`config.mk`:
```
export PLATFORM = sky130hd
export DESIGN_NAME = mbss_cal
export DESIGN_NICKNAME = d
export VERILOG_FILES = /design/src/sv/mbss_pkg.sv /design/src/sv/mbss_cal.sv
export SDC_FILE = /design/constraint.sdc
export NUM_CORES = 1
export LEC_CHECK = 0
export BUFFER_PORTS_ARGS = -buffer_cell sky130_fd_sc_hd__buf_4
export CORE_UTILIZATION = 60
export CTS_BUF_LIST = sky130_fd_sc_hd__clkbuf_8
export DETAILED_ROUTE_END_ITERATION = 6
export PLACE_DENSITY = 0.82
export SLEW_MARGIN = 0
export SYNTH_ARGS = -nofsm -noshare
export SYNTH_HDL_FRONTEND = slang
export SYNTH_SLANG_ARGS = --single-unit
```
`constraint.sdc`:
```
create_clock -name clk -period 8.7 [get_ports clk]
set_input_delay 0.435 -clock clk [delete_from_list [all_inputs] [get_ports clk]]
set_output_delay 0.435 -clock clk [all_outputs]
set_load 0.05 [all_outputs]
```
`src/sv/mbss_pkg.sv`:
```
// ----------------------------------------------------------------------------
// mbss_pkg: motor bridge safety supervisor shared definitions
// Request codes, register indexes, fault masks and beat payload types.
// ----------------------------------------------------------------------------
package mbss_pkg;

    typedef enum logic [3:0] {
        REQ_INIT       = 4'd0,
        REQ_SET_ENABLE = 4'd1,
        REQ_COMMAND    = 4'd2,
        REQ_DEMAND     = 4'd3,
        REQ_HALL       = 4'd4,
        REQ_LATCH      = 4'd5,
        REQ_ADC_OFF    = 4'd6,
        REQ_EVALUATE   = 4'd7,
        REQ_CLEAR      = 4'd8
    } mbss_req_e;

    typedef enum logic [3:0] {
        CFG_IS_MASTER      = 4'd0,
        CFG_LINK_TIMEOUT   = 4'd1,
        CFG_STARTUP_TIMEOUT = 4'd2,
        CFG_STALL_TIMEOUT  = 4'd3,
        CFG_CLEAR_SAFE     = 4'd4,
        CFG_ADC_LOW_DELTA  = 4'd5,
        CFG_ADC_HIGH_DELTA = 4'd6,
        CFG_ADC_MAX_SPREAD = 4'd7
    } mbss_cfg_idx_e;

    localparam int FAULT_W = 9;

    localparam logic [FAULT_W-1:0] F_WATCHDOG = 9'h001;
    localparam logic [FAULT_W-1:0] F_SHUTDOWN = 9'h002;
    localparam logic [FAULT_W-1:0] F_HALL     = 9'h004;
    localparam logic [FAULT_W-1:0] F_ADCCAL   = 9'h008;
    localparam logic [FAULT_W-1:0] F_PROTECT  = 9'h010;
    localparam logic [FAULT_W-1:0] F_CMD      = 9'h020;
    localparam logic [FAULT_W-1:0] F_LINK     = 9'h040;
    localparam logic [FAULT_W-1:0] F_STARTUP  = 9'h080;
    localparam logic [FAULT_W-1:0] F_STALL    = 9'h100;

    localparam logic [15:0] ADC_CODE_MAX = 16'hFFFF;

    typedef struct packed {
        logic [3:0]         req_type;
        logic [31:0]        now_ms;
        logic               flag;
        logic [FAULT_W-1:0] fault_mask;
        logic [15:0]        adc_sample;
        logic               shutdown_pin_high;
        logic               hall_ok;
        logic               adc_ok;
    } mbss_req_t;

    typedef struct packed {
        logic [FAULT_W-1:0] fault_bits;
        logic               bridge_allowed;
        logic               clear_done;
        logic               calibrated;
        logic [15:0]        baseline;
    } mbss_rsp_t;

    typedef struct packed {
        logic        is_master;
        logic [15:0] link_timeout_ms;
        logic [15:0] startup_timeout_ms;
        logic [15:0] stall_timeout_ms;
        logic [15:0] clear_safe_ms;
        logic [15:0] adc_low_delta;
        logic [15:0] adc_high_delta;
        logic [15:0] adc_max_spread;
    } mbss_cfg_t;

    // calibration view: baseline established and its value
    typedef struct packed {
        logic        done;
        logic [15:0] baseline;
    } mbss_cal_t;

    // supervisor state seen by the result stage
    typedef struct packed {
        logic [FAULT_W-1:0] faults;
        logic               enabled;
        logic               demand;
        logic               clear_done;
    } mbss_stat_t;

endpackage

```
`src/sv/mbss_cal.sv`:
```
// ----------------------------------------------------------------------------
// mbss_cal: bridge-off ADC calibration
// Tracks min, max, sum and count of samples; on the last sample checks the
// spread, then sets the baseline to the mean or flags a spread fault.
// ----------------------------------------------------------------------------
module mbss_cal
    import mbss_pkg::*;
#(
    parameter int CAL_SAMPLES = 16
)
(
    input  logic        clk,
    input  logic        rst_n,
    input  logic        step,
    input  logic [3:0]  req_type,
    input  logic [15:0] adc_sample,
    input  logic [15:0] adc_max_spread,
    output mbss_cal_t   cal_cur,
    output mbss_cal_t   cal_nxt,
    output logic        spread_fault
);

    localparam int COUNT_W = $clog2(CAL_SAMPLES + 1);
    localparam int LOG_N   = $clog2(CAL_SAMPLES);
    localparam int SUM_W   = 16 + LOG_N;
    // mean by reciprocal: floor(x/N) = (x * M) >> SH, exact for x < 2^SUM_W
    localparam int SH      = SUM_W + LOG_N;
    localparam int RECIP_W = SUM_W + 1;
    localparam longint unsigned RECIP_FULL =
        ((64'd1 << SH) + longint'(CAL_SAMPLES) - 64'd1) / longint'(CAL_SAMPLES);
    localparam logic [RECIP_W-1:0] RECIP = RECIP_FULL[RECIP_W-1:0];
    localparam logic [COUNT_W-1:0] COUNT_FULL = COUNT_W'(CAL_SAMPLES);

    logic [15:0]        min_reg, min_next;
    logic [15:0]        max_reg, max_next;
    logic [SUM_W-1:0]   sum_reg, sum_next;
    logic [COUNT_W-1:0] count_reg, count_next;
    logic               done_reg, done_next;
    logic [15:0]        base_reg, base_next;

    logic [15:0]          smp_min, smp_max;
    logic [SUM_W-1:0]     smp_sum;
    logic [COUNT_W-1:0]   smp_count;
    logic [SUM_W+RECIP_W-1:0] mean_prod;
    logic                 take, last, too_wide;

    always_comb
    begin
        take      = step && (req_type == REQ_ADC_OFF) && !done_reg && (count_reg < COUNT_FULL);
        smp_min   = (adc_sample < min_reg) ? adc_sample : min_reg;
        smp_max   = (adc_sample > max_reg) ? adc_sample : max_reg;
        smp_sum   = sum_reg + SUM_W'(adc_sample);
        smp_count = count_reg + COUNT_W'(1);
        last      = (smp_count == COUNT_FULL);
        too_wide  = (smp_max - smp_min) > adc_max_spread;
        mean_prod = (SUM_W + RECIP_W)'(smp_sum) * (SUM_W + RECIP_W)'(RECIP);

        min_next     = min_reg;
        max_next     = max_reg;
        sum_next     = sum_reg;
        count_next   = count_reg;
        done_next    = done_reg;
        base_next    = base_reg;
        spread_fault = 1'b0;

        if (step && (req_type == REQ_INIT))
        begin
            min_next   = ADC_CODE_MAX;
            max_next   = '0;
            sum_next   = '0;
            count_next = '0;
            done_next  = 1'b0;
            base_next  = '0;
        end
        else if (take)
        begin
            min_next   = smp_min;
            max_next   = smp_max;
            sum_next   = smp_sum;
            count_next = smp_count;
            if (last)
            begin
                if (too_wide)
                begin
                    spread_fault = 1'b1;
                end
                else
                begin
                    done_next = 1'b1;
                    base_next = mean_prod[SH +: 16];
                end
            end
        end
    end

    always_ff @(posedge clk or negedge rst_n)
    begin
        if (!rst_n)
        begin
            min_reg   <= ADC_CODE_MAX;
            max_reg   <= '0;
            sum_reg   <= '0;
            count_reg <= '0;
            done_reg  <= 1'b0;
            base_reg  <= '0;
        end
        else
        begin
            min_reg   <= min_next;
            max_reg   <= max_next;
            sum_reg   <= sum_next;
            count_reg <= count_next;
            done_reg  <= done_next;
            base_reg  <= base_next;
        end
    end

    assign cal_cur.done     = done_reg;
    assign cal_cur.baseline = base_reg;
    assign cal_nxt.done     = done_next;
    assign cal_nxt.baseline = base_next;

endmodule

```
==> metrics <==
Core Area=9420 um^2; Sink Count=between 70 and 80; number of port buffers=73; setup violators final=0; Die ar.=just over 10,000 um^2; grt total ovfl=0; hold crit path type=in2async; IO Count=74; WHS=between 200 and 250 ps; clock-pin slew on the worst setup and hold paths=80 ps; Mapped Cells=just under 700; Final Max Tran Viols=0; latest clock arrival within the worst-skew pair=approximately 360 ps; CTS Buffer Depth=2; # rows=35; Resized cells post-CTS=0; Final Hold Vio Count=0; Post-route DRC=0; 1st-iter DRT viols=310; Starting Density=between 60 and 70%; largest net degree at the start of global routing=between 70 and 80; Slowest cell on crit path=or4_1; Post-Syn Area=slightly below 6000 um^2; crit-path most repeated cell=a21o_1; max reg flops=20; Highest Clock Rate=about 120 MHz; Post-CTS Setup Bufs=0; CP required=about 8300 ps; first-pass GRT wire length=roughly 24,000 um; ys flop type=dfrtp_1; DR WL/cell=16.7 um; Post-synth EDFFs=0; layout cells sized above 1=around 15%; vias in the first global route=about 5,300; CTS Buf Count=9; n_diodes=0; DR pass1 iterations=5; Chip Height=101 um; Final Cycle Share=92.8%; total wire length=~15,000 um; synthesis-stage register bit count=74; antenna violations before repair=0; status=completed; Layout area overhead=14.2%; Final nets=around 870; syn nets=about 820; worst setup path class=reg2out; CTS root buffer=clkbuf_8; worst-margin pin slew=1250 ps; crit path time final=8080 ps; P per Cell Area=about 260 nW/um^2; Worst Setup Start Kind=flop; H-tree Lvls=3; CTS tree=yes; register area share after synthesis=between 30% and 40%; maxcap violations=0; final instance area=roughly 6800 um^2; Worst setup EP type=output pin; overall global routing resource usage=30.3%; max incr delay on CP=860 ps; Die W=around 100 um; peak supply drop=around 120 uV; unrepaired setup endpoints after global routing=false; Ys Warns=0; CP Max Fanout=21; Distinct cells, synth=between 50 and 60; Setup TNS=0 ps; LEAKAGE=between 3 and 4 nW; Final HPWL DP=between 10,000 and 15,000 um; headroom to the max-slew limit=between 10% and 20%; via count=between 5,000 and 6,000; vias per std cell=around 6; Crit path arrival time=approximately 7600 ps; post-route ant nets=0; asr flop ratio synth=100%; Placer Congestion=slightly below 0.9; skew final=roughly 14 ps; placed cell area=6560 um^2; synthesized area per cell=approximately 8.6 um^2; Post-CTS Hold Fix Bufs=0
through the flow:
stage               worst slack [ps]  std cells  power [W]  utilization (%)
floorplan                       1410        694    0.00123                -
global placement                1300        870    0.00142             69.7
detailed placement              1050        870    0.00148             69.7
CTS                              680        886    0.00178             72.0
global route                    73.1        886    0.00194             72.0
finish                           622        886    0.00179             72.0
cell families (layout without fill, tap and decap cells):
family                   count (synthesis)  after routing  share of synthesized area (%)
AND/OR/NAND/NOR                        192            192                           15.1
AO/OA/AOI/OAI                          206            206                           22.3
XOR/XNOR                                32             32                           4.72
multiplexers                            17             17                           2.87
adder cells (fa/ha/maj)                 82             82                           17.5
buffers and inverters                   91            154                           6.03
flip-flops                              74             74                           31.5
path summary, 6_finish.rpt:
check                               from           end  slack, ps  cells after the start
max                           min_reg[9]   cal_nxt[15]        620                     29
min                                rst_n  base_reg[10]        220                      1
max reg2reg                   min_reg[9]  base_reg[15]       1550                     28
min reg2reg                   sum_reg[3]    sum_reg[3]        500                      2
max in group asynchronous          rst_n    max_reg[6]       7890                      1
min in group clk           adc_sample[0]    max_reg[0]        350                      3
cell usage in the layout (no fill, tap or decap), types with 3 or more instances in the layout:
cell type  count
a31oi_1       22
nor2_1        39
and2_1         3
o31ai_1       17
and3_1         4
a21o_1        19
nor3_1        12
nand2b_1       6
xnor2_1       20
clkbuf_8       9
a211oi_1       5
ha_1          80
inv_1         61
a41oi_1        3
o21ai_0       49
or2_2          3
mux2i_1       17
o2111ai_1      3
nand4_1        9
o211ai_1       4
nand2_1       75
a21oi_1       41
nor2b_1        5
or3_1          5
dfstp_2       16
dfrtp_1       58
a22o_1        11
nand3b_1       3
nand3_1       17
xor2_1        12
buf_4         78
o21a_1         7
o21bai_1       4
o21ai_1        5
critical path: cells and delay by family, from the launching register on:
family,cells,cell delay [ps]
AND/OR/NAND/NOR,6,1660
flip-flops,1,540
adder cells (fa/ha/maj),4,1190
buffers and inverters,3,310
XOR/XNOR,1,90
AO/OA/AOI/OAI,15,3470
Yosys cell counts, types with 2 or more instances:
cell type / number / area, um^2
o22ai_1: 2 / 12.5
mux2i_1: 17 / 170
a2111oi_0: 2 / 17.5
nor3b_1: 2 / 15.0
o21bai_1: 4 / 30.0
or2_2: 3 / 18.8
nor2_1: 40 / 150
ha_1: 80 / 1000
nand4_1: 9 / 56.3
dfrtp_1: 58 / 1450
clkbuf_1: 21 / 78.8
xnor2_1: 20 / 175
or3_1: 5 / 31.3
nand3_1: 17 / 85.1
o21a_1: 7 / 52.6
inv_1: 60 / 225
a41oi_1: 3 / 26.3
buf_4: 2 / 15.0
nand2b_1: 6 / 37.5
xor2_1: 12 / 105
nand2_1: 75 / 282
dfstp_2: 16 / 420
or4_1: 2 / 15.0
o21ai_0: 49 / 245
and3_1: 4 / 25.0
o31ai_1: 17 / 128
a221oi_1: 2 / 17.5
o21ai_1: 5 / 25.0
a22o_1: 11 / 96.3
o2111ai_1: 3 / 26.3
nand3b_1: 3 / 22.5
o211ai_1: 4 / 30.0
a211oi_1: 5 / 37.5
nor4_1: 3 / 18.8
nor3_1: 13 / 65.1
fa_1: 2 / 40.0
a21o_1: 19 / 143
a21oi_1: 41 / 205
and2_1: 3 / 18.8
nor2b_1: 5 / 31.3
buf_2: 7 / 35.0
a311oi_1: 2 / 17.5
a31oi_1: 22 / 138
final cells by class:
| type | count | area (um^2) |
|---|---|---|
| clock inverter | 7 | 93.8 |
| sequential | 74 | 1870 |
| multi-input combinational | 529 | 3720 |
| clock buffer | 9 | 124 |
| timing repair buffer | 78 | 586 |
| inverter | 60 | 225 |
| tap | 129 | 161 |
| fill | 718 | 2630 |
report_power, final:
group	total, W	leakage, nW	internal (W)	switching [W]
clock network	0.000300	0.111	0.000162	0.000139
registers	0.000462	0.945	0.000421	0.0000411
logic	0.00103	2.33	0.000444	0.000584
total	0.00179	3.39	0.00103	0.000764
layer usage:
| metal | global-route usage, % | up-vias | part of all wire, % |
|---|---|---|---|
| met3 | 3.24 | 39 | 5.1 |
| met2 | 53.5 | 193 | 48 |
| li1 | - | 2616 | - |
| met4 | 13.5 | 0 | 2.8 |
| met1 | 37.5 | 2536 | 44 |
| met5 | 0 | - | 0 |
(Power assumes the default switching activity.)
