## config.mk

```make
export PLATFORM = sky130hd
export DESIGN_NAME = mbss_cfg_regs
export DESIGN_NICKNAME = d
export VERILOG_FILES = /design/src/sv/mbss_pkg.sv /design/src/sv/mbss_cfg_regs.sv
export SDC_FILE = /design/constraint.sdc
export NUM_CORES = 1
export LEC_CHECK = 0
export BUFFER_PORTS_ARGS = -buffer_cell sky130_fd_sc_hd__buf_2
export CAP_MARGIN = 20
export CORE_MARGIN = 2
export CORE_UTILIZATION = 43
export DETAILED_ROUTE_END_ITERATION = 7
export GPL_TIMING_DRIVEN = 0
export PLACE_DENSITY = 0.8
export SYNTH_ARGS = -nofsm -noshare
export SYNTH_HDL_FRONTEND = slang
export SYNTH_SLANG_ARGS = --single-unit
```

## constraint.sdc

```tcl
create_clock -name clk -period 1.55 [get_ports clk]
set_input_delay 0.31 -clock clk [delete_from_list [all_inputs] [get_ports clk]]
set_output_delay 0.31 -clock clk [all_outputs]
set_load 0.01 [all_outputs]
```

## src/sv/mbss_pkg.sv

```systemverilog
// ----------------------------------------------------------------------------
// mbss_pkg: motor bridge safety supervisor shared definitions
// Request codes, register indexes, fault masks and beat payload types.
// ----------------------------------------------------------------------------
package mbss_pkg;

    typedef enum logic [3:0] {
        REQ_INIT       = 4'd0,
        REQ_SET_ENABLE = 4'd1,
        REQ_COMMAND    = 4'd2,
        REQ_DEMAND     = 4'd3,
        REQ_HALL       = 4'd4,
        REQ_LATCH      = 4'd5,
        REQ_ADC_OFF    = 4'd6,
        REQ_EVALUATE   = 4'd7,
        REQ_CLEAR      = 4'd8
    } mbss_req_e;

    typedef enum logic [3:0] {
        CFG_IS_MASTER      = 4'd0,
        CFG_LINK_TIMEOUT   = 4'd1,
        CFG_STARTUP_TIMEOUT = 4'd2,
        CFG_STALL_TIMEOUT  = 4'd3,
        CFG_CLEAR_SAFE     = 4'd4,
        CFG_ADC_LOW_DELTA  = 4'd5,
        CFG_ADC_HIGH_DELTA = 4'd6,
        CFG_ADC_MAX_SPREAD = 4'd7
    } mbss_cfg_idx_e;

    localparam int FAULT_W = 9;

    localparam logic [FAULT_W-1:0] F_WATCHDOG = 9'h001;
    localparam logic [FAULT_W-1:0] F_SHUTDOWN = 9'h002;
    localparam logic [FAULT_W-1:0] F_HALL     = 9'h004;
    localparam logic [FAULT_W-1:0] F_ADCCAL   = 9'h008;
    localparam logic [FAULT_W-1:0] F_PROTECT  = 9'h010;
    localparam logic [FAULT_W-1:0] F_CMD      = 9'h020;
    localparam logic [FAULT_W-1:0] F_LINK     = 9'h040;
    localparam logic [FAULT_W-1:0] F_STARTUP  = 9'h080;
    localparam logic [FAULT_W-1:0] F_STALL    = 9'h100;

    localparam logic [15:0] ADC_CODE_MAX = 16'hFFFF;

    typedef struct packed {
        logic [3:0]         req_type;
        logic [31:0]        now_ms;
        logic               flag;
        logic [FAULT_W-1:0] fault_mask;
        logic [15:0]        adc_sample;
        logic               shutdown_pin_high;
        logic               hall_ok;
        logic               adc_ok;
    } mbss_req_t;

    typedef struct packed {
        logic [FAULT_W-1:0] fault_bits;
        logic               bridge_allowed;
        logic               clear_done;
        logic               calibrated;
        logic [15:0]        baseline;
    } mbss_rsp_t;

    typedef struct packed {
        logic        is_master;
        logic [15:0] link_timeout_ms;
        logic [15:0] startup_timeout_ms;
        logic [15:0] stall_timeout_ms;
        logic [15:0] clear_safe_ms;
        logic [15:0] adc_low_delta;
        logic [15:0] adc_high_delta;
        logic [15:0] adc_max_spread;
    } mbss_cfg_t;

    // calibration view: baseline established and its value
    typedef struct packed {
        logic        done;
        logic [15:0] baseline;
    } mbss_cal_t;

    // supervisor state seen by the result stage
    typedef struct packed {
        logic [FAULT_W-1:0] faults;
        logic               enabled;
        logic               demand;
        logic               clear_done;
    } mbss_stat_t;

endpackage

```

## src/sv/mbss_cfg_regs.sv

```systemverilog
// ----------------------------------------------------------------------------
// mbss_cfg_regs: configuration registers
// Holds the timeout, ADC window and role settings; indexes beyond the list
// are ignored.
// ----------------------------------------------------------------------------
module mbss_cfg_regs
    import mbss_pkg::*;
(
    input  logic        clk,
    input  logic        rst_n,
    input  logic        wr_en,
    input  logic [3:0]  wr_index,
    input  logic [15:0] wr_data,
    output mbss_cfg_t   cfg
);

    mbss_cfg_t cfg_reg;
    mbss_cfg_t cfg_next;

    always_comb
    begin
        cfg_next = cfg_reg;
        if (wr_en)
        begin
            case (wr_index)
                CFG_IS_MASTER:       cfg_next.is_master          = wr_data[0];
                CFG_LINK_TIMEOUT:    cfg_next.link_timeout_ms    = wr_data;
                CFG_STARTUP_TIMEOUT: cfg_next.startup_timeout_ms = wr_data;
                CFG_STALL_TIMEOUT:   cfg_next.stall_timeout_ms   = wr_data;
                CFG_CLEAR_SAFE:      cfg_next.clear_safe_ms      = wr_data;
                CFG_ADC_LOW_DELTA:   cfg_next.adc_low_delta      = wr_data;
                CFG_ADC_HIGH_DELTA:  cfg_next.adc_high_delta     = wr_data;
                CFG_ADC_MAX_SPREAD:  cfg_next.adc_max_spread     = wr_data;
                default:             ;
            endcase
        end
    end

    always_ff @(posedge clk or negedge rst_n)
    begin
        if (!rst_n)
        begin
            cfg_reg.is_master          <= 1'b0;
            cfg_reg.link_timeout_ms    <= 16'd100;
            cfg_reg.startup_timeout_ms <= 16'd500;
            cfg_reg.stall_timeout_ms   <= 16'd500;
            cfg_reg.clear_safe_ms      <= 16'd1000;
            cfg_reg.adc_low_delta      <= 16'd200;
            cfg_reg.adc_high_delta     <= 16'd200;
            cfg_reg.adc_max_spread     <= 16'd50;
        end
        else
        begin
            cfg_reg <= cfg_next;
        end
    end

    assign cfg = cfg_reg;

endmodule

```

==> results.cfg, run 1 <==
[status]
status = completed

[grt]
first_global_vias = 2826
groute.usage.overall_pct = 18.3
globalRouteOverflowTotal = 0
grt_pass1_wl_mm = 15.3
initial_antenna_violation_count = 0
grt_max_degree = 67

[critical_path]
endpoint_type_of_the_worst_setup_path = output pin
crit-reg2reg-capture = cfg[91]$_DFFE_PN0P_
critical_path_arrival_ps = 1180
regToRegStartpoint = cfg[91]$_DFFE_PN0P_
critical_path_s_top_delay_family = flip-flops
r2r_setup_slack_ps = 760
crit_slowest_cell = dfstp_2
timing.critical_path.fanout_max = 2
reg2regPathDepth = 1
critical_path_cell_sequence = buf_2
path_class = flip-flop to output pin
required_ps = 1240
cp_slowest_stage_delay_ps = 540
crit_path_start_kind = flip-flop
crit_buf_inv = 1

[logic_synthesis]
synth-seq-cells = 113
synth_cell_types = 17
ys.warnings.count = 0
syn-cell-area_sq_um = 4430
post_synth_inst_count = 249
synthesis.area_per_instance_sq_um = 17.8
synth_top_area_share_pct = 46.9
seq_area_frac_synth_pct = 64.7
netlist_top_cells_area = dfrtp_1 47%, mux2_2 26%, dfstp_2 18%
syn_nets = 272
yosys.area.top_type = dfrtp_1

[cells_and_area]
final_net_count = 426
area_delta_synth_final_pct = 32.2
number_of_diodes_added_for_antenna_fixing = 0
largest_register_ffs = 113
final_design_area_no_fill_sq_um = 5860
layout-drive-gt1-share_pct = 78.4
filler_cell_count = 807

[clock_tree]
cts_num_sinks = 113
clock_tree.htree_level_count = 4
clkSlewWorstSetupHoldPaths_ps = 60
clock_tree_from_tritoncts = yes
cts_setup_buffers = 0
clk_root_buffer_cell = clkbuf_8
cts_inserted_buffers = 17
clk_path_buf_depth = 2
clock_insertion_delay_worst_skew_ps = 510

[place]
placedInstanceArea_sq_um = 5300
preCtsSetupSlack_ps = -367
placement.io_buffers = 133
detailedPlacementHpwl_mm = 6.78
place.gp.congestion = 0.735

[route]
routed-via-count = 2702
avgRoutedWirePerCell_um = 17.9
final_routed_drc_violation_total = 0
postRouteWirelength_mm = 9.91
drt-pass1-iter-count = 4
per_cell_via_count_in_the_routed_design = 4.89
postRouteAntennaNets = 0
dr_iter_0_viols = 60

[sta]
final_ws_setup_ps = 64.9
fmax_mhz = 673
clk_skew_ps = 0
grt_setup_unrepaired = false
maxSlewHeadroom_pct = 58.1
layout_min_cycle_time_ps = 1490
final-hold-violation-count = 0
setup_violations = 0
tightestPinTransition_ps = 628
final-max-slew-violation-count = 0
fin_crit_sh_pct = 95.8

[floorplanning]
placeableCoreArea_sq_um = 10200
i_o_pin_total = 136
floorplan.initialDensity_pct = 43.5
fp-row-count = 37
dieHeight_um = 106
die_footprint_sq_um = 11100
floorplan.die.width_um = 106

[min_path]
hold_path.class = primary input to flip-flop
min_delay_worst_endpoint = cfg[74]$_DFFE_PN0P_
hold_path.startpoint = wr_data[10]
min_path_cells = 2

[flow_run]
max-cap-violations = 0

[pwr]
p_leak_nw = 2.84
cellPowerDensity_nw_per_um2 = 1650
vdd_drop_max_mv = 0.745
-- repair_timing --
action	in CTS	in global routing
hold endpoints to repair	38	0
gates resized for setup	0	0
hold buffers	1	0
-- stage by stage --
stage / util [%] / instances / total power [mW] / hold WS, ps / setup TNS, ps
floorplan: - / 249 / 5.17 / 14.4 / 0
global placement: 51.7 / 518 / 6.06 / 474 / -110660
detailed placement: 52.0 / 519 / 6.17 / 367 / -14480
CTS: 57.5 / 552 / 9.76 / 100 / 0
global route: 57.5 / 552 / 10.1 / 122 / 0
finish: 57.5 / 552 / 9.66 / 125 / 0
-- worst max-delay path by stage --
| stage | start | end | cells past startpoint |
|---|---|---|---|
| after floorplan | wr_index[3] | cfg[73]$_DFFE_PN0P_ | 5 |
| after global placement | rst_n | cfg[99]$_DFFE_PN0P_ | 1 |
| after detailed placement | wr_index[3] | cfg[45]$_DFFE_PN0P_ | 5 |
| after CTS | cfg[54]$_DFFE_PN1P_ | cfg[54] | 1 |
| after global routing | cfg[4]$_DFFE_PN1P_ | cfg[4] | 1 |
| final | cfg[98]$_DFFE_PN1P_ | cfg[98] | 1 |
-- cell families (layout without fill, tap and decap cells) --
logic type | Yosys count | in the layout | synth area share (%)
muxes | 113 | 113 | 29.6
and+or+nand+nor | 12 | 12 | 3.30
DFF | 113 | 113 | 64.7
buffers and inverters | 11 | 178 | 2.48
-- cell usage in the layout (no fill, tap or decap) --
cell type,netlist,routed
mux2_4,10,10
and3_1,1,1
nor2_2,1,1
nand3b_4,3,3
nand2b_1,1,1
buf_6,6,6
nor3b_4,3,3
buf_4,1,2
dlygate4sd3_1,0,1
nand2_1,2,2
clkinvlp_4,0,3
mux2_2,102,102
clkbuf_16,0,16
buf_16,0,1
mux2_1,1,1
buf_12,1,1
clkbuf_2,2,2
clkinv_4,0,5
inv_6,0,3
dfstp_2,30,30
buf_2,1,133
clkbuf_8,0,1
bufinv_16,0,1
nor2_1,1,1
dfrtp_1,83,83
clkinv_2,0,3
-- cells in the mapped netlist --
cell,instances
and3_1,1
buf_12,1
buf_2,1
buf_4,1
buf_6,6
clkbuf_2,2
dfrtp_1,83
dfstp_2,30
mux2_1,1
mux2_2,102
mux2_4,10
nand2_1,2
nand2b_1,1
nand3b_4,3
nor2_1,1
nor2_2,1
nor3b_4,3
-- per-layer routing --
layer,track usage (%),vias to the layer above,share of wire (%),wire [um]
met4,6.30,0,0.79,78
met5,0,-,0,0
met3,6.25,8,7.1,702
met1,22.9,1380,43,4220
met2,29.7,111,49,4900
li1,-,1203,-,-
-- final cells by class --
| type | count | area, sq um | share of cell area, % |
|---|---|---|---|
| plain buffers | 11 | 110 | 1.88 |
| well taps | 136 | 170 | 2.90 |
| clock inverters | 15 | 138 | 2.35 |
| multi-input cells | 125 | 1460 | 24.9 |
| repair buffers | 135 | 706 | 12.0 |
| flip-flops and latches | 113 | 2870 | 48.9 |
| clock buffers | 17 | 414 | 7.07 |
-- power breakdown --
| part | internal (mW) | switching (mW) | total (mW) | leakage [nW] |
|---|---|---|---|---|
| registers | 3.77 | 0.352 | 4.12 | 1.33 |
| clock network | 2.14 | 1.42 | 3.55 | 0.265 |
| logic | 1.04 | 0.945 | 1.98 | 1.25 |
Power figures use the tool's default switching activity.
==> run 2: changes to the inputs <==
--- a/config.mk
+++ b/config.mk
@@ -11,7 +11,7 @@
 export CORE_UTILIZATION = 43
 export DETAILED_ROUTE_END_ITERATION = 7
 export GPL_TIMING_DRIVEN = 0
-export PLACE_DENSITY = 0.8
+export PLACE_DENSITY = 0.69
 export SYNTH_ARGS = -nofsm -noshare
 export SYNTH_HDL_FRONTEND = slang
 export SYNTH_SLANG_ARGS = --single-unit
==> results.cfg, run 2 (synthesis gave the netlist of run 1 again) <==
[floorplanning]
floorplan.initialDensity_pct = 43.5
dieHeight_um = 106
floorplan.die.width_um = 106
fp-row-count = 37
die_footprint_sq_um = 11100
i_o_pin_total = 136
placeableCoreArea_sq_um = 10200

[pwr]
p_comb_share_pct = 20.0
power_frac_seq_pct = 41.8
switching_share_pct = 25.9
total_power_mw = 9.85
cellPowerDensity_nw_per_um2 = 1670
switchingPower_mw = 2.55
cellInternalPower_mw = 7.30
clock_share_of_power_pct = 38.2
p_leak_nw = 2.87
vdd_drop_max_mv = 0.948

[cells_and_area]
largest_register_ffs = 113
final_common_cell = buf_2
final_design_area_no_fill_sq_um = 5900
most-common-layout-cells = 133 x buf_2, 102 x mux2_2, 83 x dfrtp_1
number_of_diodes_added_for_antenna_fixing = 0
finish.cell_count_without_fillers = 552
layout-drive-gt1-share_pct = 78.1
final_design_utilization_pct = 57.9
final_net_count = 426
filler_cell_count = 825
area_delta_synth_final_pct = 33.1

[clock_tree]
cts_num_sinks = 113
clk_root_buffer_cell = clkbuf_8
clk_path_buf_depth = 2
clkSlewWorstSetupHoldPaths_ps = 50
clock_tree.htree_level_count = 4
cts_setup_buffers = 0
cts_inserted_buffers = 17
clock_tree_from_tritoncts = yes
cts-resized-gates = 0
clock_insertion_delay_worst_skew_ps = 500

[grt]
first_global_vias = 2699
groute.usage.overall_pct = 18.3
grt_pass1_wl_mm = 15.1
globalRouteOverflowTotal = 0
grt_max_degree = 74
initial_antenna_violation_count = 0

[status]
status = completed

[critical_path]
critical_path_s_top_delay_family = flip-flops
crit_path_start_kind = flip-flop
worst-path-stages = 1
crit_buf_inv = 1
critical_path_cell_sequence = buf_2
path_class = flip-flop to output pin
critical_path_arrival_ps = 1160
endpoint_type_of_the_worst_setup_path = output pin
cp_slowest_stage_delay_ps = 530
reg2regPathDepth = 1
crit_slowest_cell = dfstp_2
required_ps = 1240
timing.critical_path.fanout_max = 2

[sta]
final-max-slew-violation-count = 0
clk_skew_ps = 0
final_ws_setup_ps = 79.8
setup_violations = 0
layout_min_cycle_time_ps = 1470
final-hold-violation-count = 0
grt_setup_unrepaired = false
tightestPinTransition_ps = 545
maxSlewHeadroom_pct = 63.6
fin_crit_sh_pct = 94.9
fmax_mhz = 680

[place]
numPlacedInstances = 519
placement.io_buffers = 133
detailedPlacementHpwl_mm = 6.48
placedInstanceArea_sq_um = 5300
place.gp.congestion = 0.711
preCtsSetupSlack_ps = -330

[route]
postRouteAntennaNets = 0
dr_iter_0_viols = 87
drt-pass1-iter-count = 4
avgRoutedWirePerCell_um = 17.7
final_routed_drc_violation_total = 0
per_cell_via_count_in_the_routed_design = 4.86
routed-via-count = 2683
postRouteWirelength_mm = 9.79

[min_path]
min_path_cells = 2
hold_path.class = primary input to flip-flop

[flow_run]
max-cap-violations = 0
-- run 2: cell count changes in the layout (fill, tap and decap cells not counted), sizes merged --
cell / change
clkbuf: +6
clkinv: -3
inv: -3
bufinv: +1
clkinvlp: -1
-- run 2: routing by layer --
metal  GRT usage (%)  wire, um
met2            28.3      4640
met3            8.29       796
met1            23.3      4270
met5               0         0
met4            5.36        82
-- run 2: repair_timing --
item / CTS / global route
setup endpoints to repair: 0 / 0
hold buffers: 1 / 0
endpoints found under the hold margin: 39 / 0
-- run 2: cell type report --
class	instances	area [sq um]	area share (%)
buffer	11	110	1.87
clock buffer	23	487	8.25
clock inverter	9	104	1.76
multi-input combinational	125	1460	24.7
sequential	113	2870	48.6
tap	136	170	2.89
timing repair buffer	135	706	12.0
-- run 2: path summary, 6_finish.rpt --
path,startpoint,endpoint,slack [ps]
hold / removal,wr_data[6],cfg[70]$_DFFE_PN1P_,120
max in group asynchronous,rst_n,cfg[1]$_DFFE_PN1P_,420
min in group asynchronous,rst_n,cfg[58]$_DFFE_PN0P_,350
setup reg to reg,cfg[49]$_DFFE_PN0P_,cfg[49]$_DFFE_PN0P_,770
setup / recovery,cfg[1]$_DFFE_PN1P_,cfg[1],80
hold reg to reg,cfg[111]$_DFFE_PN0P_,cfg[111]$_DFFE_PN0P_,490
-- run 2: power by group through the flow --
stage	Sequential (mW)	Combinational [mW]	Clock, mW
after floorplan	4.48	0.687	0
after global placement	4.12	1.96	0
after detailed placement	4.15	2.00	0
after CTS	4.12	2.00	3.87
after global routing	4.20	2.13	4.00
final	4.12	1.97	3.76
-- run 2: per-stage QoR --
stage | hold slack, ps | setup TNS (ps)
after CTS | 93.0 | 0
after floorplan | 14.4 | 0
after global placement | 472 | -115000
after detailed placement | 329 | -14850
after global routing | 106 | 0
final | 121 | 0
