<file path="src/sv/mbss_pkg.sv">
// ----------------------------------------------------------------------------
// mbss_pkg: motor bridge safety supervisor shared definitions
// Request codes, register indexes, fault masks and beat payload types.
// ----------------------------------------------------------------------------
package mbss_pkg;

    typedef enum logic [3:0] {
        REQ_INIT       = 4'd0,
        REQ_SET_ENABLE = 4'd1,
        REQ_COMMAND    = 4'd2,
        REQ_DEMAND     = 4'd3,
        REQ_HALL       = 4'd4,
        REQ_LATCH      = 4'd5,
        REQ_ADC_OFF    = 4'd6,
        REQ_EVALUATE   = 4'd7,
        REQ_CLEAR      = 4'd8
    } mbss_req_e;

    typedef enum logic [3:0] {
        CFG_IS_MASTER      = 4'd0,
        CFG_LINK_TIMEOUT   = 4'd1,
        CFG_STARTUP_TIMEOUT = 4'd2,
        CFG_STALL_TIMEOUT  = 4'd3,
        CFG_CLEAR_SAFE     = 4'd4,
        CFG_ADC_LOW_DELTA  = 4'd5,
        CFG_ADC_HIGH_DELTA = 4'd6,
        CFG_ADC_MAX_SPREAD = 4'd7
    } mbss_cfg_idx_e;

    localparam int FAULT_W = 9;

    localparam logic [FAULT_W-1:0] F_WATCHDOG = 9'h001;
    localparam logic [FAULT_W-1:0] F_SHUTDOWN = 9'h002;
    localparam logic [FAULT_W-1:0] F_HALL     = 9'h004;
    localparam logic [FAULT_W-1:0] F_ADCCAL   = 9'h008;
    localparam logic [FAULT_W-1:0] F_PROTECT  = 9'h010;
    localparam logic [FAULT_W-1:0] F_CMD      = 9'h020;
    localparam logic [FAULT_W-1:0] F_LINK     = 9'h040;
    localparam logic [FAULT_W-1:0] F_STARTUP  = 9'h080;
    localparam logic [FAULT_W-1:0] F_STALL    = 9'h100;

    localparam logic [15:0] ADC_CODE_MAX = 16'hFFFF;

    typedef struct packed {
        logic [3:0]         req_type;
        logic [31:0]        now_ms;
        logic               flag;
        logic [FAULT_W-1:0] fault_mask;
        logic [15:0]        adc_sample;
        logic               shutdown_pin_high;
        logic               hall_ok;
        logic               adc_ok;
    } mbss_req_t;

    typedef struct packed {
        logic [FAULT_W-1:0] fault_bits;
        logic               bridge_allowed;
        logic               clear_done;
        logic               calibrated;
        logic [15:0]        baseline;
    } mbss_rsp_t;

    typedef struct packed {
        logic        is_master;
        logic [15:0] link_timeout_ms;
        logic [15:0] startup_timeout_ms;
        logic [15:0] stall_timeout_ms;
        logic [15:0] clear_safe_ms;
        logic [15:0] adc_low_delta;
        logic [15:0] adc_high_delta;
        logic [15:0] adc_max_spread;
    } mbss_cfg_t;

    // calibration view: baseline established and its value
    typedef struct packed {
        logic        done;
        logic [15:0] baseline;
    } mbss_cal_t;

    // supervisor state seen by the result stage
    typedef struct packed {
        logic [FAULT_W-1:0] faults;
        logic               enabled;
        logic               demand;
        logic               clear_done;
    } mbss_stat_t;

endpackage

</file>
<file path="src/sv/mbss_core.sv">
// ----------------------------------------------------------------------------
// mbss_core: fault supervisor state
// Enable/demand state, event timestamps and latched faults; evaluate and
// clear checks.
// ----------------------------------------------------------------------------
module mbss_core
    import mbss_pkg::*;
(
    input  logic       clk,
    input  logic       rst_n,
    input  logic       step,
    input  mbss_req_t  req,
    input  mbss_cfg_t  cfg,
    input  mbss_cal_t  cal_cur,
    input  logic       spread_fault,
    output mbss_stat_t stat_nxt
);

    logic               enabled_reg, enabled_next;
    logic               demand_reg, demand_next;
    logic               hall_edge_seen_reg, hall_edge_seen_next;
    logic [FAULT_W-1:0] faults_reg, faults_next;
    logic [31:0]        cmd_time_reg, cmd_time_next;
    logic [31:0]        hall_time_reg, hall_time_next;
    logic [31:0]        start_time_reg, start_time_next;
    logic [31:0]        off_time_reg, off_time_next;

    logic        adc_in_window;
    logic        link_late, startup_late, stall_late, off_long;
    logic        clear_ok, clear_done;
    logic [31:0] link_age, startup_age, stall_age, off_age;

    always_comb
    begin
        // window is [baseline - low, baseline + high], no wrap
        adc_in_window = (({1'b0, req.adc_sample} + {1'b0, cfg.adc_low_delta})
                            >= {1'b0, cal_cur.baseline})
                     && ({1'b0, req.adc_sample}
                            <= ({1'b0, cal_cur.baseline} + {1'b0, cfg.adc_high_delta}));

        link_age     = req.now_ms - cmd_time_reg;
        startup_age  = req.now_ms - start_time_reg;
        stall_age    = req.now_ms - hall_time_reg;
        off_age      = req.now_ms - off_time_reg;
        link_late    = link_age    > {16'd0, cfg.link_timeout_ms};
        startup_late = startup_age > {16'd0, cfg.startup_timeout_ms};
        stall_late   = stall_age   > {16'd0, cfg.stall_timeout_ms};
        off_long     = off_age    >= {16'd0, cfg.clear_safe_ms};

        clear_ok = !enabled_reg && !demand_reg && req.shutdown_pin_high
                && req.adc_ok && req.hall_ok && cal_cur.done && adc_in_window
                && ((faults_reg & (F_WATCHDOG | F_SHUTDOWN)) == '0) && off_long;

        enabled_next        = enabled_reg;
        demand_next         = demand_reg;
        hall_edge_seen_next = hall_edge_seen_reg;
        faults_next         = faults_reg;
        cmd_time_next       = cmd_time_reg;
        hall_time_next      = hall_time_reg;
        start_time_next     = start_time_reg;
        off_time_next       = off_time_reg;
        clear_done          = 1'b0;

        if (step)
        begin
            case (req.req_type)
                REQ_INIT:
                begin
                    enabled_next        = 1'b0;
                    demand_next         = 1'b0;
                    hall_edge_seen_next = 1'b0;
                    faults_next         = req.flag ? F_WATCHDOG : '0;
                    cmd_time_next       = req.now_ms;
                    hall_time_next      = req.now_ms;
                    start_time_next     = req.now_ms;
                    off_time_next       = req.now_ms;
                end
                REQ_SET_ENABLE:
                begin
                    enabled_next = req.flag;
                    if (!req.flag)
                    begin
                        demand_next = 1'b0;
                    end
                end
                REQ_COMMAND:
                begin
                    cmd_time_next = req.now_ms;
                end
                REQ_DEMAND:
                begin
                    if (req.flag && !demand_reg)
                    begin
                        start_time_next     = req.now_ms;
                        hall_edge_seen_next = 1'b0;
                    end
                    if (!req.flag && demand_reg)
                    begin
                        off_time_next = req.now_ms;
                    end
                    demand_next = req.flag;
                end
                REQ_HALL:
                begin
                    hall_time_next      = req.now_ms;
                    hall_edge_seen_next = 1'b1;
                end
                REQ_LATCH:
                begin
                    faults_next = faults_reg | req.fault_mask;
                end
                REQ_ADC_OFF:
                begin
                    if (spread_fault)
                    begin
                        faults_next = faults_reg | F_ADCCAL;
                    end
                end
                REQ_EVALUATE:
                begin
                    if (!req.shutdown_pin_high)
                    begin
                        faults_next = faults_next | F_SHUTDOWN;
                    end
                    if (!req.hall_ok)
                    begin
                        faults_next = faults_next | F_HALL;
                    end
                    if (!req.adc_ok)
                    begin
                        faults_next = faults_next | F_ADCCAL;
                    end
                    else if (cal_cur.done && !adc_in_window)
                    begin
                        faults_next = faults_next | F_PROTECT;
                    end
                    if (enabled_reg && demand_reg)
                    begin
                        if (link_late)
                        begin
                            faults_next = faults_next | (cfg.is_master ? F_CMD : F_LINK);
                        end
                        if (!hall_edge_seen_reg && startup_late)
                        begin
                            faults_next = faults_next | F_STARTUP;
                        end
                        if (hall_edge_seen_reg && stall_late)
                        begin
                            faults_next = faults_next | F_STALL;
                        end
                    end
                end
                REQ_CLEAR:
                begin
                    if (clear_ok)
                    begin
                        faults_next  = '0;
                        enabled_next = 1'b0;
                        clear_done   = 1'b1;
                    end
                end
                default:
                begin
                end
            endcase
        end
    end

    always_ff @(posedge clk or negedge rst_n)
    begin
        if (!rst_n)
        begin
            enabled_reg        <= 1'b0;
            demand_reg         <= 1'b0;
            hall_edge_seen_reg <= 1'b0;
            faults_reg         <= '0;
            cmd_time_reg       <= '0;
            hall_time_reg      <= '0;
            start_time_reg     <= '0;
            off_time_reg       <= '0;
        end
        else
        begin
            enabled_reg        <= enabled_next;
            demand_reg         <= demand_next;
            hall_edge_seen_reg <= hall_edge_seen_next;
            faults_reg         <= faults_next;
            cmd_time_reg       <= cmd_time_next;
            hall_time_reg      <= hall_time_next;
            start_time_reg     <= start_time_next;
            off_time_reg       <= off_time_next;
        end
    end

    assign stat_nxt.faults     = faults_next;
    assign stat_nxt.enabled    = enabled_next;
    assign stat_nxt.demand     = demand_next;
    assign stat_nxt.clear_done = clear_done;

endmodule

</file>
<file path="config.mk">
export PLATFORM = sky130hd
export DESIGN_NAME = mbss_core
export DESIGN_NICKNAME = d
export VERILOG_FILES = /design/src/sv/mbss_pkg.sv /design/src/sv/mbss_core.sv
export SDC_FILE = /design/constraint.sdc
export NUM_CORES = 1
export LEC_CHECK = 0
export BUFFER_PORTS_ARGS = -buffer_cell sky130_fd_sc_hd__clkbuf_2
export CORE_MARGIN = 2
export CORE_UTILIZATION = 35
export CTS_CLUSTER_SIZE = 28
export DETAILED_ROUTE_END_ITERATION = 12
export SLEW_MARGIN = 5
export SYNTH_ARGS = -nofsm -noshare
export SYNTH_HDL_FRONTEND = slang
export SYNTH_SLANG_ARGS = --single-unit
</file>
<file path="constraint.sdc">
create_clock -name clk -period 5.9 [get_ports clk]
set_input_delay 1.18 -clock clk [delete_from_list [all_inputs] [get_ports clk]]
set_output_delay 1.18 -clock clk [all_outputs]
set_load 0.02 [all_outputs]
</file>
==> results_dict.tcl, run 1 <==
set metrics [dict create \
    status "finished with violations" \
    violations "setup timing" \
    portBuffers 194 \
    slew_headroom_pct 32.97 \
    wirelength_um 53400 \
    ys_ff_latch 140 \
    hold_class "reg2reg" \
    hold_buffers 0 \
    root_buffer "clkbuf_16" \
    drt_pass1_iterations 5 \
    setup_ws_ns -0.8605 \
    syn_area_per_cell_um2 7.690 \
    core_region_area_um2 47850 \
    syn_to_final_growth_pct 32.19 \
    worstSetupPathType "in2out" \
    worst_slew_pin_slew_ns 1.005 \
    final_common_cell "buf_4" \
    swShare_pct 41.71 \
    final_area_um2 22460 \
    drv_slew 0 \
    crit_fanout 3 \
    grt_pass1_vias 17980 \
    power.internal_mw 4.143 \
    rsz0062_at_grt "true" \
    routedWlPerCell_um 15.98 \
    drt_iter0_markers 828 \
    via_per_inst 5.347 \
    finalNonFillerCells 3341 \
    p_comb_share_pct 64.7 \
    pwr-share-seq_pct 17.5 \
    dp_hpwl_um 44260 \
    ys_seq_area_share_pct 20.62 \
    worstSetupStartpointType "primary input" \
    power.clock.fraction_pct 17.8 \
    synth_edf_count 0 \
    antenna_found_initial 0 \
    timing.fmax_ghz 0.1479 \
    fp.dieW_um 224.3 \
    setup_viol_count_final 8 \
    vias 17860 \
    synth_area_leaders "dfrtp_1, ha_1, o21ai_0" \
    synth_ff_type "dfrtp_1" \
    yosys_warnings 0 \
    utilization_pct 46.93 \
    syn_inst 2209 \
    yosysUniqueCellTypes 88 \
    clk_latency_ns 0.45 \
    dieArea_um2 50320 \
    diodes 0 \
    ir_drop_v 0.0002397 \
    end_kind "output port" \
    die_y_um 224.3 \
    fin_crit_ns 6.761 \
    grtUsageTotal_pct 21.36 \
    cp.required_ns 4.72 \
    yosysTopAreaCellShare_pct 20.62 \
    clock_sinks 140 \
    ant_nets 0 \
    synth_top_cell_by_area "dfrtp_1" \
    post-route-period-util_pct 114.6 \
    mappedNetlistNets 2666 \
    p_switching_mw 2.965 \
    num_io_pins 211 \
    async_reset_ff_share_pct 100.0 \
    final_nets 3171 \
    fin_skew_ns 0.01196 \
    route.detailed.drc 0 \
    most-common-layout-cells "buf_4, inv_1, ha_1" \
    drive_gt1_share_pct 25.97 \
    grt_pass1_wl_um 87350 \
    postPlaceCellArea_um2 21350 \
    placed_cells 3298 \
    p_per_area_nw_per_um2 316.5 \
    std_cell_rows 80 \
    hold_viol_final 0 \
    path_clk_slew_ns 0.06 \
    cts_tree "yes" \
    grt_overflow_total 0 \
    power_mw 7.108 \
    initial_core_util_pct 35.50 \
    cts_buffers 17 \
    synthesis.area_um2 16990 \
    cts_max_level 4 \
    arrival_ns 5.58 \
    max_cap_violations 0 \
    p_leak_nw 11.00 \
    grt_max_degree 100 \
    clockBufferDepth 2 \
    gp_congestion 0.9273 \
    whs_ns 0.5195 \
]
[cell type report]
| type | count | area, µm² |
|---|---|---|
| inverters | 249 | 937.1 |
| flip-flops and latches | 140 | 3503 |
| clock buffers | 20 | 456.7 |
| clock inverters | 11 | 214.0 |
| multi-input cells | 1753 | 12760 |
| repair buffers | 553 | 3815 |
| well taps | 615 | 769.5 |
| fillers | 4628 | 25390 |
[what timing repair did]
action / 4_1_cts / 5_1_grt
setup endpoints to repair: 8 / 8
cloned: 0 / 0
setup buffers: 9 / 4
pin swaps: 19 / 15
resized for setup: 46 / 32
[worst max-delay path, stage by stage]
cell       delay [ns]
clkbuf_8         0.12
ha_4             0.20
nor2b_4          0.12
o31a_1           0.28
o31a_1           0.32
a21oi_2          0.13
o21ai_1          0.09
a21o_1           0.17
a21o_1           0.18
a221o_1          0.34
a21oi_2          0.14
xnor2_1          0.09
ha_1             0.29
nand4_1          0.09
or4_1            0.41
nand2_1          0.10
nand4b_1         0.19
a2111oi_4        0.27
nand4_1          0.15
buf_6            0.16
buf_6            0.11
o31ai_4          0.17
a21oi_2          0.09
clkbuf_8         0.16
[layer usage]
metal	track usage (%)	up-vias	wire length, µm
li1	-	8990	-
met1	27.13	8335	24170
met2	37.39	432	25550
met3	2.312	107	1963
met4	7.797	0	1724
met5	0	-	0
[synthesized netlist by cell type (all sizes together), types with 14 or more instances]
cell and count:
clkbuf 57, a21oi 176, xor2 37, and3 28, nor2 117, nand3 46
dfrtp 140, ha 252, o21a 36, o21bai 23, o2111ai 15, a21o 65
and2 19, nand4 41, xnor2 67, nand2 242, nor3 41, a211oi 27
o21ai 218, inv 249, nor2b 20, a211o 14, a31oi 19, o211ai 27
nand2b 20
[worst paths after layout]
check                                                endpoint                          start  slack (ns)  cells after the start
min in group asynchronous         cmd_time_reg[1]$_DFFE_PN0P_                          rst_n        0.80                      1
worst max-delay path                              stat_nxt[8]                        req[30]       -0.86                     24
max in group asynchronous        off_time_reg[13]$_DFFE_PN0P_                          rst_n        3.95                      2
worst min-delay path            start_time_reg[0]$_DFFE_PN0P_  start_time_reg[0]$_DFFE_PN0P_        0.52                      1
worst min register to register  start_time_reg[0]$_DFFE_PN0P_  start_time_reg[0]$_DFFE_PN0P_        0.52                      1
worst max register to register        faults_reg[5]$_DFF_PN0_    cmd_time_reg[1]$_DFFE_PN0P_        1.17                     23
[logic make-up after synthesis]
| family | share of synthesized area (%) |
|---|---|
| AOI/OAI and AO/OA | 28.47 |
| xor gates and xnor gates | 5.362 |
| adders and majority gates | 19.27 |
| buffers and inverters | 7.248 |
| DFF | 20.62 |
| muxes | 1.385 |
| and+or+nand+nor | 17.64 |
[metrics by stage]
step	TNS, ns	setup slack, ns
after floorplan	-0.6850	-0.2176
after global routing	-7.645	-1.162
after global placement	-6.885	-1.046
after CTS	-6.196	-0.8966
final	-5.614	-0.8605
after detailed placement	-7.237	-1.042
[power groups by stage]
stage / Sequential, mW / Clock [mW] / Combinational (mW)
finish: 1.24 / 1.26 / 4.60
global route: 1.27 / 1.33 / 5.13
CTS: 1.24 / 1.29 / 4.55
detailed placement: 1.26 / 0 / 4.42
global placement: 1.25 / 0 / 4.33
floorplan: 1.24 / 0 / 2.82
Note: power is estimated with default switching activity, not from simulation.
==> inputs of run 2 (changes only) <==
Settings changed: CELL_PAD_IN_SITES_DETAIL_PLACEMENT set to 1, CELL_PAD_IN_SITES_GLOBAL_PLACEMENT set to 1, PLACE_DENSITY_LB_ADDON set to 0.1.
==> run 2 against run 1 <==
Compared with the run above: the flow still finishes with violations (setup timing); maximum frequency is 1.2% lower; clock skew is 0.0029 ns higher; sequential share of layout area is 0.12 points lower; design area is 0.76% higher; wire length is 15% higher; count of clock-buffer cells in the layout is 3 lower; power is 0.45% higher; sequential power hardly changed; register-to-register slack worse by 0.04 ns.
==> results_dict.tcl, run 2 (synthesized netlist as in run 1, its figures left out) <==
set metrics [dict create \
    status "finished with violations" \
    violations "setup timing" \
    cts_max_level 4 \
    grtUsageTotal_pct 24.49 \
    drv_slew 0 \
    clk_latency_ns 0.47 \
    dp_hpwl_um 51130 \
    diodes 0 \
    root_buffer "clkbuf_16" \
    arrival_ns 5.66 \
    initial_core_util_pct 35.50 \
    grt_overflow_total 0 \
    setup_tns_ns -6.349 \
    hold_buffers 0 \
    worstSetupPathType "in2out" \
    grt_pass1_wl_um 99040 \
    vias 18200 \
    post-route-period-util_pct 115.9 \
    r2r-end "faults_reg[6]$_DFF_PN0_" \
    fp.dieW_um 224.3 \
    cts_tree "yes" \
    cp.required_ns 4.72 \
    timing.fmax_ghz 0.1462 \
    p_switching_mw 3.183 \
    p_per_area_nw_per_um2 315.5 \
    place_ws_ns -1.203 \
    r2r-start "cmd_time_reg[1]$_DFFE_PN0P_" \
    utilization_pct 47.29 \
    drive_gt1_share_pct 27.36 \
    setup_ws_ns -0.9404 \
    via_per_inst 5.395 \
    fin_skew_ns 0.01489 \
    core_region_area_um2 47850 \
    hold_viol_final 0 \
    swShare_pct 44.59 \
    worst_slew_pin_slew_ns 0.9958 \
    grt_pass1_vias 19260 \
    crit_fanout 11 \
    rsz0062_at_grt "true" \
    fillCellCount 5997 \
    clockBufferDepth 2 \
    final_nets 3203 \
    portBuffers 194 \
    cts_buffers 17 \
    route.detailed.drc 0 \
    worstSetupStartpointType "primary input" \
    slew_headroom_pct 33.47 \
    final_common_cell "buf_4" \
    fin_crit_ns 6.840 \
    grt_max_degree 96 \
    setup_viol_count_final 8 \
    min-delay-start "faults_reg[1]$_DFF_PN0_" \
    power.internal_mw 3.956 \
    hold_class "reg2reg" \
    std_cell_rows 80 \
    path_clk_slew_ns 0.06 \
    clock_sinks 140 \
    min_to "faults_reg[1]$_DFF_PN0_" \
    gp_congestion 0.8798 \
    num_io_pins 211 \
    drt_pass1_iterations 4 \
    rrSetupSlack_ns 1.13 \
    seq_area_um2 3503 \
    wirelength_um 61490 \
    ff2ff_path_depth 22 \
    holdPathStages 1 \
    die_y_um 224.3 \
    ant_nets 0 \
    ir_drop_v 0.0002289 \
    syn_to_final_growth_pct 33.20 \
    p_comb_share_pct 67.0 \
    max_cap_violations 0 \
    p_leak_nw 11.12 \
    placed_cells 3318 \
    routedWlPerCell_um 18.23 \
    most-common-layout-cells "buf_4, inv_1, nand2_1, ha_1, o21ai_0" \
    power.clock.fraction_pct 15.6 \
    finalNonFillerCells 3374 \
    multi_input_area_um2 12780 \
    pwr-share-seq_pct 17.5 \
    end_kind "output port" \
    drt_iter0_markers 809 \
    antenna_found_initial 0 \
    dieArea_um2 50320 \
]
==> run 2: cell count changes in the layout (fill, tap and decap cells not counted), moves of 3 or more <==
cell,delta
o21ai_1,-3
o31ai_4,-3
bufinv_16,-6
a211oi_2,+3
inv_8,+9
buf_4,+34
o31ai_2,+3
inv_6,+3
clkbuf_8,-4
==> run 2: worst max path at each step <==
stage                         to    start  depth (start not counted)
detailed placement   stat_nxt[9]  req[29]                         23
floorplan            stat_nxt[9]  req[30]                         20
global route        stat_nxt[10]  req[30]                         21
finish              stat_nxt[10]  req[30]                         21
global placement    stat_nxt[10]  req[30]                         20
CTS                  stat_nxt[9]  req[30]                         23
==> run 2: through the flow <==
| stage | cell area, µm² | total power, mW | hold WS, ns |
|---|---|---|---|
| CTS | 22360 | 7.066 | 0.5289 |
| detailed placement | 21470 | 5.813 | 0.5090 |
| global placement | 21470 | 5.638 | 0.4974 |
| global route | 22630 | 7.766 | 0.5466 |
| finish | 22630 | 7.139 | 0.5257 |
| floorplan | 17220 | 4.059 | 0.4774 |
==> run 2: layout make-up <==
class / count / share of cell area (%)
Clock buffer: 17 / 1.880
Sequential cell: 140 / 15.48
Inverter: 249 / 4.164
Multi-Input combinational cell: 1753 / 56.49
Timing Repair Buffer: 585 / 17.84
Tap cell: 615 / 3.401
Clock inverter: 15 / 0.7355
==> run 2: repair_timing <==
action / in CTS / in global routing
setup buffers: 13 / 12
setup endpoints to repair: 8 / 8
pin swaps: 19 / 41
resized for setup: 40 / 50
==> run 2: routing by layer <==
layer / vias to the layer above / track usage, % / share of wire [%] / wire length (µm)
met5: - / 0 / 0 / 0
met4: 0 / 6.110 / 1.8 / 1109
met3: 65 / 2.560 / 2.3 / 1416
met2: 234 / 42.37 / 48 / 29560
met1: 8863 / 32.65 / 48 / 29400
li1: 9042 / - / - / -
==> run 2: critical path, stage by stage <==
cell	delay (ns)
clkbuf_2	0.11
buf_6	0.17
ha_1	0.31
nand2b_1	0.09
a211o_1	0.36
a211oi_2	0.31
o21a_1	0.19
buf_4	0.13
a21oi_1	0.07
xnor2_1	0.13
ha_1	0.29
nand4_1	0.14
or4_4	0.58
a2111oi_4	0.40
buf_4	0.17
o2111a_1	0.20
nand4_1	0.13
nor4_2	0.25
buf_4	0.15
o211ai_1	0.10
buf_4	0.18
==> run 2: power by group through the flow <==
stage	Combinational [mW]	Clock, mW	Sequential [mW]
2_1_floorplan	2.82	0	1.24
3_3_place_gp	4.38	0	1.25
3_5_place_dp	4.55	0	1.26
4_1_cts	4.66	1.16	1.25
5_1_grt	5.31	1.19	1.27
6_report	4.78	1.11	1.25
